[config.mk]
export PLATFORM = sky130hd
export DESIGN_NAME = i2c_register_master
export DESIGN_NICKNAME = d
export VERILOG_FILES = /design/src/hw/rtl/i2crm_pkg.sv /design/src/hw/rtl/i2crm_csr.sv /design/src/hw/rtl/i2crm_seq.sv /design/src/hw/rtl/i2c_register_master.sv
export SDC_FILE = /design/constraint.sdc
export NUM_CORES = 1
export LEC_CHECK = 0
export BUFFER_PORTS_ARGS = -buffer_cell sky130_fd_sc_hd__buf_4
export CAP_MARGIN = 40
export CORE_ASPECT_RATIO = 1.75
export CORE_MARGIN = 5
export CORE_UTILIZATION = 35
export CTS_BUF_LIST = sky130_fd_sc_hd__clkbuf_16
export CTS_CLUSTER_SIZE = 25
export DETAILED_ROUTE_END_ITERATION = 8
export GPL_TIMING_DRIVEN = 0
export HOLD_SLACK_MARGIN = 0.02
export PLACE_DENSITY = 0.55
export SYNTH_ARGS = -nofsm -noshare
export SYNTH_HDL_FRONTEND = slang
export SYNTH_SLANG_ARGS = --single-unit
export TNS_END_PERCENT = 100
[constraint.sdc]
create_clock -name clock -period 4.4 [get_ports clock]
set_input_delay 0.44 -clock clock [delete_from_list [all_inputs] [get_ports clock]]
set_output_delay 0.44 -clock clock [all_outputs]
set_load 0.02 [all_outputs]
[src/hw/rtl/i2crm_pkg.sv]
package i2crm_pkg;

   localparam int unsigned CsrIndexWidth = 1;
   localparam int unsigned CsrDataWidth  = 8;

   // Configuration register indexes.
   localparam logic [CsrIndexWidth-1:0] CSR_PHASE_TICKS = 1'd0;
   localparam logic [CsrIndexWidth-1:0] CSR_ACK_TIMEOUT = 1'd1;

   localparam logic [7:0] PHASE_TICKS_RESET = 8'd1;
   localparam logic [7:0] ACK_TIMEOUT_RESET = 8'd250;

   // Completion status codes.
   localparam logic [1:0] STATUS_OK       = 2'd0;
   localparam logic [1:0] STATUS_BUS_BUSY = 2'd1;
   localparam logic [1:0] STATUS_NO_ACK   = 2'd2;

   typedef struct packed {
      logic [7:0] phase_ticks;
      logic [7:0] ack_timeout;
   } cfg_type;

   typedef struct packed {
      logic       sda_in;
      logic       cmd_valid;
      logic       cmd_read;
      logic [6:0] dev_addr;
      logic [7:0] reg_addr;
      logic [7:0] byte_count;
      logic [7:0] wr_data;
      logic       wr_data_valid;
   } req_type;

   typedef struct packed {
      logic       scl_out;
      logic       sda_out;
      logic       sda_oe;
      logic [7:0] rd_data;
      logic       rd_valid;
      logic       rd_last;
      logic       wr_data_request;
      logic       busy_res;
      logic       done_res;
      logic [1:0] status;
   } rsp_type;

endpackage

[src/hw/rtl/i2crm_csr.sv]
module i2crm_csr (
   input  logic                                 clock,
   input  logic                                 reset,
   input  logic                                 csr_valid,
   output logic                                 csr_ready,
   input  logic [i2crm_pkg::CsrIndexWidth-1:0]  csr_index,
   input  logic [i2crm_pkg::CsrDataWidth-1:0]   csr_data,
   output i2crm_pkg::cfg_type                   cfg
);
   import i2crm_pkg::*;

   logic [7:0] phase_ticks_ff, phase_ticks_in;
   logic [7:0] ack_timeout_ff, ack_timeout_in;

   assign csr_ready = 1'b1;

   always_comb begin
      phase_ticks_in = phase_ticks_ff;
      ack_timeout_in = ack_timeout_ff;
      if (csr_valid && csr_ready) begin
         unique case (csr_index)
            CSR_PHASE_TICKS: phase_ticks_in = csr_data;
            CSR_ACK_TIMEOUT: ack_timeout_in = csr_data;
            default: ;
         endcase
      end
   end

   always_ff @(posedge clock) begin
      if (reset) begin
         phase_ticks_ff <= PHASE_TICKS_RESET;
         ack_timeout_ff <= ACK_TIMEOUT_RESET;
      end else begin
         phase_ticks_ff <= phase_ticks_in;
         ack_timeout_ff <= ack_timeout_in;
      end
   end

   assign cfg.phase_ticks = phase_ticks_ff;
   assign cfg.ack_timeout = ack_timeout_ff;

endmodule

[src/hw/rtl/i2crm_seq.sv]
module i2crm_seq (
   input  logic                clock,
   input  logic                reset,
   input  logic                step_en,
   input  i2crm_pkg::req_type  item,
   input  i2crm_pkg::cfg_type  cfg,
   output i2crm_pkg::rsp_type  result
);
   import i2crm_pkg::*;

   typedef enum logic [18:0] {
      ST_IDLE  = 19'h00001,
      ST_SHI   = 19'h00002,
      ST_SCHK  = 19'h00004,
      ST_SLOW  = 19'h00008,
      ST_SDN   = 19'h00010,
      ST_TXLO  = 19'h00020,
      ST_TXHI  = 19'h00040,
      ST_APREP = 19'h00080,
      ST_APOLL = 19'h00100,
      ST_AEND  = 19'h00200,
      ST_WAIT  = 19'h00400,
      ST_RXLO  = 19'h00800,
      ST_RXHI  = 19'h01000,
      ST_KLO   = 19'h02000,
      ST_KHI   = 19'h04000,
      ST_KEND  = 19'h08000,
      ST_PLO   = 19'h10000,
      ST_PHI   = 19'h20000,
      ST_PEND  = 19'h40000
   } state_type;

   // Which byte of the transaction is on the bus.
   typedef enum logic [1:0] {
      STG_ADDRW = 2'd0,
      STG_REG   = 2'd1,
      STG_DATA  = 2'd2,
      STG_ADDRR = 2'd3
   } stage_type;

   state_type  state_ff, state_in;
   stage_type  stage_ff, stage_in;
   logic [7:0] phase_count_ff, phase_count_in;
   logic [3:0] bit_index_ff, bit_index_in;
   logic [7:0] shift_byte_ff, shift_byte_in;
   logic [7:0] bytes_left_ff, bytes_left_in;
   logic [6:0] held_device_ff, held_device_in;
   logic [7:0] held_register_ff, held_register_in;
   logic       held_direction_ff, held_direction_in;
   logic [7:0] ack_wait_ff, ack_wait_in;
   logic [1:0] result_code_ff, result_code_in;

   always_comb begin
      logic       hold;
      logic [7:0] phase_step;
      logic       txbit;
      logic       nack;
      logic [3:0] bit_inc;
      logic [7:0] left_dec;
      logic [7:0] rx_byte;

      hold       = (phase_count_ff >= cfg.phase_ticks);
      phase_step = hold ? 8'd0 : phase_count_ff + 8'd1;
      txbit      = shift_byte_ff[7];
      nack       = (bytes_left_ff <= 8'd1);
      bit_inc    = bit_index_ff + 4'd1;
      left_dec   = (bytes_left_ff != 8'd0) ? bytes_left_ff - 8'd1 : bytes_left_ff;
      rx_byte    = {shift_byte_ff[6:0], item.sda_in};

      state_in          = state_ff;
      stage_in          = stage_ff;
      phase_count_in    = phase_count_ff;
      bit_index_in      = bit_index_ff;
      shift_byte_in     = shift_byte_ff;
      bytes_left_in     = bytes_left_ff;
      held_device_in    = held_device_ff;
      held_register_in  = held_register_ff;
      held_direction_in = held_direction_ff;
      ack_wait_in       = ack_wait_ff;
      result_code_in    = result_code_ff;

      result          = '0;
      result.scl_out  = 1'b1;
      result.sda_out  = 1'b1;
      result.busy_res = (state_ff != ST_IDLE);

      unique case (state_ff)
         ST_IDLE: begin
            if (item.cmd_valid) begin
               held_device_in    = item.dev_addr;
               held_register_in  = item.reg_addr;
               held_direction_in = item.cmd_read;
               bytes_left_in     = item.byte_count;
               result_code_in    = STATUS_OK;
               stage_in          = STG_ADDRW;
               phase_count_in    = 8'd0;
               state_in          = ST_SHI;
            end
         end
         ST_SHI: begin
            result.sda_oe  = 1'b1;
            phase_count_in = phase_step;
            if (hold) state_in = ST_SCHK;
         end
         ST_SCHK: begin
            // Only the first START checks that the bus is free.
            if (stage_ff == STG_ADDRW && !item.sda_in) begin
               result_code_in  = STATUS_BUS_BUSY;
               result.done_res = 1'b1;
               result.status   = STATUS_BUS_BUSY;
               state_in        = ST_IDLE;
            end else begin
               state_in = ST_SLOW;
            end
         end
         ST_SLOW: begin
            result.sda_out = 1'b0;
            result.sda_oe  = 1'b1;
            phase_count_in = phase_step;
            if (hold) state_in = ST_SDN;
         end
         ST_SDN: begin
            result.scl_out = 1'b0;
            result.sda_out = 1'b0;
            result.sda_oe  = 1'b1;
            phase_count_in = phase_step;
            if (hold) begin
               shift_byte_in = {held_device_ff, stage_ff == STG_ADDRR};
               bit_index_in  = 4'd0;
               state_in      = ST_TXLO;
            end
         end
         ST_TXLO: begin
            result.scl_out = 1'b0;
            result.sda_out = txbit;
            result.sda_oe  = 1'b1;
            phase_count_in = phase_step;
            if (hold) state_in = ST_TXHI;
         end
         ST_TXHI: begin
            result.sda_out = txbit;
            result.sda_oe  = 1'b1;
            phase_count_in = phase_step;
            if (hold) begin
               shift_byte_in = {shift_byte_ff[6:0], 1'b0};
               bit_index_in  = bit_inc;
               state_in      = (bit_inc >= 4'd8) ? ST_APREP : ST_TXLO;
            end
         end
         ST_APREP: begin
            result.scl_out = 1'b0;
            result.sda_oe  = 1'b1;
            phase_count_in = phase_step;
            if (hold) begin
               ack_wait_in = 8'd0;
               state_in    = ST_APOLL;
            end
         end
         ST_APOLL: begin
            if (!item.sda_in) begin
               state_in = ST_AEND;
            end else if (ack_wait_ff >= cfg.ack_timeout) begin
               // Only the device address byte aborts on a missing ACK.
               if (stage_ff == STG_ADDRW) begin
                  result_code_in = STATUS_NO_ACK;
                  state_in       = ST_PLO;
               end else begin
                  state_in = ST_AEND;
               end
            end else begin
               ack_wait_in = ack_wait_ff + 8'd1;
            end
         end
         ST_AEND: begin
            result.scl_out = 1'b0;
            phase_count_in = phase_step;
            if (hold) begin
               unique case (stage_ff)
                  STG_ADDRW: begin
                     stage_in      = STG_REG;
                     shift_byte_in = held_register_ff;
                     bit_index_in  = 4'd0;
                     state_in      = ST_TXLO;
                  end
                  STG_REG: begin
                     if (held_direction_ff) begin
                        stage_in = STG_ADDRR;
                        state_in = ST_SHI;
                     end else begin
                        stage_in = STG_DATA;
                        state_in = (bytes_left_ff == 8'd0) ? ST_PLO : ST_WAIT;
                     end
                  end
                  STG_DATA: begin
                     bytes_left_in = left_dec;
                     state_in      = (left_dec == 8'd0) ? ST_PLO : ST_WAIT;
                  end
                  STG_ADDRR: begin
                     shift_byte_in = 8'd0;
                     bit_index_in  = 4'd0;
                     state_in      = (bytes_left_ff == 8'd0) ? ST_PLO : ST_RXLO;
                  end
                  default: ;
               endcase
            end
         end
         ST_WAIT: begin
            result.scl_out         = 1'b0;
            result.wr_data_request = 1'b1;
            if (item.wr_data_valid) begin
               phase_count_in = 8'd0;
               shift_byte_in  = item.wr_data;
               bit_index_in   = 4'd0;
               state_in       = ST_TXLO;
            end
         end
         ST_RXLO: begin
            result.scl_out = 1'b0;
            phase_count_in = phase_step;
            if (hold) state_in = ST_RXHI;
         end
         ST_RXHI: begin
            phase_count_in = phase_step;
            if (hold) begin
               shift_byte_in = rx_byte;
               bit_index_in  = bit_inc;
               if (bit_inc >= 4'd8) begin
                  result.rd_valid = 1'b1;
                  result.rd_data  = rx_byte;
                  result.rd_last  = nack;
                  state_in        = ST_KLO;
               end else begin
                  state_in = ST_RXLO;
               end
            end
         end
         ST_KLO: begin
            result.scl_out = 1'b0;
            result.sda_out = nack;
            result.sda_oe  = 1'b1;
            phase_count_in = phase_step;
            if (hold) state_in = ST_KHI;
         end
         ST_KHI: begin
            result.sda_out = nack;
            result.sda_oe  = 1'b1;
            phase_count_in = phase_step;
            if (hold) state_in = ST_KEND;
         end
         ST_KEND: begin
            result.scl_out = 1'b0;
            result.sda_out = nack;
            result.sda_oe  = 1'b1;
            phase_count_in = phase_step;
            if (hold) begin
               bytes_left_in = left_dec;
               shift_byte_in = 8'd0;
               bit_index_in  = 4'd0;
               state_in      = (left_dec == 8'd0) ? ST_PLO : ST_RXLO;
            end
         end
         ST_PLO: begin
            result.scl_out = 1'b0;
            result.sda_out = 1'b0;
            result.sda_oe  = 1'b1;
            phase_count_in = phase_step;
            if (hold) state_in = ST_PHI;
         end
         ST_PHI: begin
            result.sda_out = 1'b0;
            result.sda_oe  = 1'b1;
            phase_count_in = phase_step;
            if (hold) state_in = ST_PEND;
         end
         ST_PEND: begin
            result.sda_oe  = 1'b1;
            phase_count_in = phase_step;
            if (hold) begin
               result.done_res = 1'b1;
               result.status   = result_code_ff;
               state_in        = ST_IDLE;
            end
         end
         default: begin
            state_in = ST_IDLE;
         end
      endcase
   end

   always_ff @(posedge clock) begin
      if (reset) begin
         state_ff          <= ST_IDLE;
         stage_ff          <= STG_ADDRW;
         phase_count_ff    <= 8'd0;
         bit_index_ff      <= 4'd0;
         shift_byte_ff     <= 8'd0;
         bytes_left_ff     <= 8'd0;
         held_device_ff    <= 7'd0;
         held_register_ff  <= 8'd0;
         held_direction_ff <= 1'b0;
         ack_wait_ff       <= 8'd0;
         result_code_ff    <= STATUS_OK;
      end else if (step_en) begin
         state_ff          <= state_in;
         stage_ff          <= stage_in;
         phase_count_ff    <= phase_count_in;
         bit_index_ff      <= bit_index_in;
         shift_byte_ff     <= shift_byte_in;
         bytes_left_ff     <= bytes_left_in;
         held_device_ff    <= held_device_in;
         held_register_ff  <= held_register_in;
         held_direction_ff <= held_direction_in;
         ack_wait_ff       <= ack_wait_in;
         result_code_ff    <= result_code_in;
      end
   end

   // A failed START check never reaches the bus with a STOP.
   a_busy_fail_idle: assert property (@(posedge clock) disable iff (reset)
      (step_en && result.done_res && result.status == STATUS_BUS_BUSY) |=> state_ff == ST_IDLE)
      else $error("bus-busy completion did not return to idle");

   a_no_ack_only_addr: assert property (@(posedge clock) disable iff (reset)
      (step_en && state_ff == ST_APOLL && result_code_in == STATUS_NO_ACK
       && result_code_ff != STATUS_NO_ACK) |-> stage_ff == STG_ADDRW)
      else $error("address timeout flagged outside the device address byte");

   a_rx_only_read: assert property (@(posedge clock) disable iff (reset)
      (step_en && result.rd_valid) |-> held_direction_ff && stage_ff == STG_ADDRR)
      else $error("received byte outside a read transaction");

   a_bit_index_range: assert property (@(posedge clock) disable iff (reset)
      bit_index_ff <= 4'd8)
      else $error("bit index out of range");

endmodule

[src/hw/rtl/i2c_register_master.sv]
// I2C register master. Each accepted request is one bus tick: it carries the
// sampled SDA level and, while the block is idle, an optional read or write
// command; each tick produces exactly one response with the SCL/SDA drive and
// the tick's events (received byte, write-data request, completion status).
// One tick is accepted every clock cycle unless the response path stalls, and its
// response appears after the request register and the response register; the bus
// sequencer advances one state step for each tick it takes. Each bus
// phase lasts 1 + phase_ticks ticks, and ACK is polled for up to
// ack_timeout + 1 ticks. Configuration writes are accepted at any time and
// should be made while no transaction is in progress.
module i2c_register_master (
   input  logic                                 clock,
   input  logic                                 reset,
   input  logic                                 req_valid,
   output logic                                 req_stall,
   input  i2crm_pkg::req_type                   req_item,
   output logic                                 rsp_valid,
   input  logic                                 rsp_stall,
   output i2crm_pkg::rsp_type                   rsp_item,
   input  logic                                 csr_valid,
   output logic                                 csr_ready,
   input  logic [i2crm_pkg::CsrIndexWidth-1:0]  csr_index,
   input  logic [i2crm_pkg::CsrDataWidth-1:0]   csr_data
);
   import i2crm_pkg::*;

   cfg_type cfg;
   req_type s1_item_ff;
   logic    s1_valid_ff, s1_valid_in;
   rsp_type rsp_item_ff;
   rsp_type step_result;
   logic    rsp_valid_ff, rsp_valid_in;
   logic    out_free;
   logic    step_en;
   logic    req_accept;

   i2crm_csr u_csr (
      .clock     (clock),
      .reset     (reset),
      .csr_valid (csr_valid),
      .csr_ready (csr_ready),
      .csr_index (csr_index),
      .csr_data  (csr_data),
      .cfg       (cfg)
   );

   i2crm_seq u_seq (
      .clock   (clock),
      .reset   (reset),
      .step_en (step_en),
      .item    (s1_item_ff),
      .cfg     (cfg),
      .result  (step_result)
   );

   // The sequencer steps when the response register can take the result.
   assign out_free   = !rsp_valid_ff || !rsp_stall;
   assign step_en    = s1_valid_ff && out_free;
   assign req_stall  = s1_valid_ff && !out_free;
   assign req_accept = req_valid && !req_stall;

   assign s1_valid_in  = req_accept || (s1_valid_ff && !step_en);
   assign rsp_valid_in = step_en || (rsp_valid_ff && rsp_stall);

   always_ff @(posedge clock) begin
      if (reset) begin
         s1_valid_ff  <= 1'b0;
         rsp_valid_ff <= 1'b0;
      end else begin
         s1_valid_ff  <= s1_valid_in;
         rsp_valid_ff <= rsp_valid_in;
      end
   end

   always_ff @(posedge clock) begin
      if (req_accept) s1_item_ff <= req_item;
      if (step_en) rsp_item_ff <= step_result;
   end

   assign rsp_valid = rsp_valid_ff;
   assign rsp_item  = rsp_item_ff;

   a_stall_needs_item: assert property (@(posedge clock) disable iff (reset)
      req_stall |-> s1_valid_ff && rsp_valid_ff)
      else $error("request stalled with a free pipeline");

   a_step_fills_rsp: assert property (@(posedge clock) disable iff (reset)
      step_en |=> rsp_valid_ff)
      else $error("sequencer step lost its response");

   a_blocked_item_kept: assert property (@(posedge clock) disable iff (reset)
      (s1_valid_ff && !step_en) |=> s1_valid_ff && $stable(s1_item_ff))
      else $error("waiting request was dropped or changed");

endmodule

==> impl_metrics.tcl <==
set metrics [dict create \
    status "completed" \
    worstPathArrival_ps 4190 \
    p_per_area_nw_per_um2 357.4 \
    ys_warn_count 0 \
    syn_avg_cell_area_um2 9.119 \
    rows 70 \
    tightest_slew_ps 925.3 \
    mostFrequentLayoutCell "nand2_1" \
    synth_area_um2 7405 \
    drc 0 \
    p_int_mw 2.307 \
    initial_core_util_pct 35.52 \
    place_hpwl_um 16400 \
    pwr-share-clk_pct 44.1 \
    firstDrtPassIters 7 \
    crit_chain "clkbuf_1, nor4_1, nand2_1, nor4_2, nor4_1, a21o_1, nand2_1, buf_2, mux2i_1" \
    grt_overflow_total 0 \
    hold_path.class "input port to flip-flop" \
    grt_max_degree 28 \
    synth_top_cell_by_area "dfxtp_1" \
    io_buffers 67 \
    finalMaxSlewViolations 0 \
    path_buf_inv 2 \
    fin_skew_ps 13.90 \
    ys_top_cells_by_area "dfxtp_1, edfxtp_1, nand2_1" \
    crit_family "simple AND/OR/NAND/NOR gates" \
    holdWs_ps 178.9 \
    h-tree-depth 4 \
    antennaDiodeCount 0 \
    ctsResizeCount 0 \
    final.setup.tns_ps 0 \
    synth_fa_ha_area_share_pct 4.393 \
    clk_pin_slew_ps 70 \
    end_kind "flip-flop" \
    pwr-share-comb_pct 9.4 \
    crit_type "flip-flop to flip-flop" \
    drtIter0Drc 319 \
    cp_slowest_stage_delay_ps 710 \
    start_kind "flip-flop" \
    synth_edf_count 53 \
    wl_per_cell_um 18.27 \
    clock_path_buffers 2 \
    r2r_slack_ps 580 \
    num_vias 6344 \
    slew_headroom_pct 37.75 \
    die_w_um 120.0 \
    fin_crit_sh_pct 86.88 \
    wl_met2_um 11490 \
    synth_top_area_share_pct 25.14 \
    top_layer "met4" \
    synth_compound_area_share_pct 16.29 \
    wl_met1_um 8006 \
    final_cell_mix "nand2_1, dfxtp_1, a21oi_1, buf_4, edfxtp_1" \
    globalRouteTotalUtil_pct 18.07 \
    wirelength_um 21340 \
    gp_congestion 0.9384 \
    area_delta_synth_final_pct 19.79 \
    cts_setup_buffers 0 \
    muxShareOfSynthArea_pct 1.521 \
    fmax_ghz 0.2616 \
    drv_cap 0 \
    yosys.area_share.simple_pct 24.87 \
    ys_seq_area_share_pct 46.64 \
    final_hold_viol_count 0 \
    cts_tree "built" \
    setup_viol 0 \
    cp_slowest_cell "nor4_2" \
    power_switching_uw 863.3 \
    synth_xor_area_share_pct 2.129 \
    ctsHoldBuffers 0 \
    synthCells 812 \
    grt_first_pass_wirelength_um 34200 \
    synthesis.nets 887 \
    antenna_found_initial 0 \
    dieHeight_um 202.4 \
    power_leakage_nw 3.282 \
    ys_types 72 \
    synth_top_flop_cell "dfxtp_1" \
    io_pins 70 \
    fin_crit_ps 3823 \
    synth_top_family_by_area "simple AND/OR/NAND/NOR gates" \
    numClockSinks 146 \
    critPathMaxFanout 10 \
    dr_wl_met3_um 680 \
    numCtsBuffers 17 \
    vdd_drop_max_uv 221.6 \
    nNetsFinal 978 \
    ant_nets 0 \
    core_area_um2 20850 \
    via_per_inst 5.432 \
    root_buffer "clkbuf_16" \
    async_reset_ff_share_pct 0 \
    clock_latency_ps 430 \
    critPathRequiredTime_ps 4760 \
    synth-seq-cells 146 \
    grt_pass1_vias 6457 \
    p_seq_share_pct 46.5 \
    die-area_um2 24280 \
    rsz0062_at_grt "no" \
    drive_above_1_share_pct 15.28 \
    swShare_pct 27.23 \
]
[power groups by stage]
stage,Combinational (mW),Clock [mW],Sequential [mW]
2_1_floorplan,0.163,0,1.51
3_5_place_dp,0.299,0,1.50
5_1_grt,0.329,1.48,1.48
3_3_place_gp,0.291,0,1.50
6_report,0.299,1.40,1.47
4_1_cts,0.301,1.43,1.47
[per-stage QoR]
step	power [mW]	instances	worst slack (ps)	cell area, um2	utilization [%]
floorplan	1.669	812	1700	7405	-
global placement	1.795	1131	493.3	8223	39.45
detailed placement	1.803	1136	699.5	8307	39.85
CTS	3.203	1168	703.4	8870	42.55
global route	3.287	1168	382.7	8870	42.55
finish	3.170	1168	577.2	8870	42.55
[registers in the layout (all words and copies together) (netlist names)]
name / cells
u_csr.phase_ticks_ff: 8
u_seq.held_device_ff: 7
u_seq.result_code_ff: 2
u_seq.phase_count_ff: 8
u_csr.ack_timeout_ff: 8
u_seq.held_register_ff: 8
s1_valid_ff: 1
rsp_item: 18
u_seq.shift_byte_ff: 8
u_seq.state_ff: 19
u_seq.ack_wait_ff: 8
rsp_valid: 1
u_seq.bit_index_ff: 4
u_seq.held_direction_ff: 1
u_seq.stage_ff: 2
s1_item_ff: 35
u_seq.bytes_left_ff: 8
[synthesized netlist by cell type (all sizes together), types with 10 or more instances]
library cell and count:
edfxtp 53, o21ai 30, ha 26, or4 10, buf 12, and2 13, inv 28, nor2 50
nor3 24, nor4 25, a21oi 70, xnor2 10, clkbuf 33, dfxtp 93, nand3 41, nand2 115
[worst reg2reg max path, stage by stage (launching register included)]
cell and delay [ps]:
dfxtp_1 320, clkbuf_1 220, nor4_1 630, nand2_1 330
nor4_2 710, nor4_1 300, a21o_1 400, nand2_1 280
buf_2 350, mux2i_1 210
[cell families after synthesis]
family	count (synthesis)
simple gates	353
other cells	1
xor+xnor	18
mux	11
compound gates	182
fa+ha+maj	26
buf+inv	75
flops	146
[metal layers]
layer	global-route usage, %	vias to the layer above
li1	-	3167
met1	18.76	2980
met2	33.37	134
met3	2.548	63
met4	11.59	0
met5	0	-
[final timing paths]
kind,from,to,depth (start not counted)
max,u_seq.state_ff[14]$_SDFFE_PP0P_,u_seq.state_ff[18]$_SDFFE_PP0P_,9
min reg2reg,u_seq.held_register_ff[6]$_SDFFE_PP0P_,u_seq.held_register_ff[6]$_SDFFE_PP0P_,2
min,req_item[3],s1_item_ff[3]$_DFFE_PP_,1
max reg2reg,u_seq.state_ff[14]$_SDFFE_PP0P_,u_seq.state_ff[18]$_SDFFE_PP0P_,9
[area by class of cell]
type / instances / area, um2
fillers: 2174 / 11980
multi-input cells: 591 / 3660
flip-flops and latches: 146 / 3453
repair buffers: 72 / 574.3
clock buffers: 17 / 425.4
well taps: 252 / 315.3
plain buffers: 45 / 191.4
clock inverters: 15 / 137.6
inverters: 30 / 112.6
No activity file was read; power rests on OpenSTA's default activity.
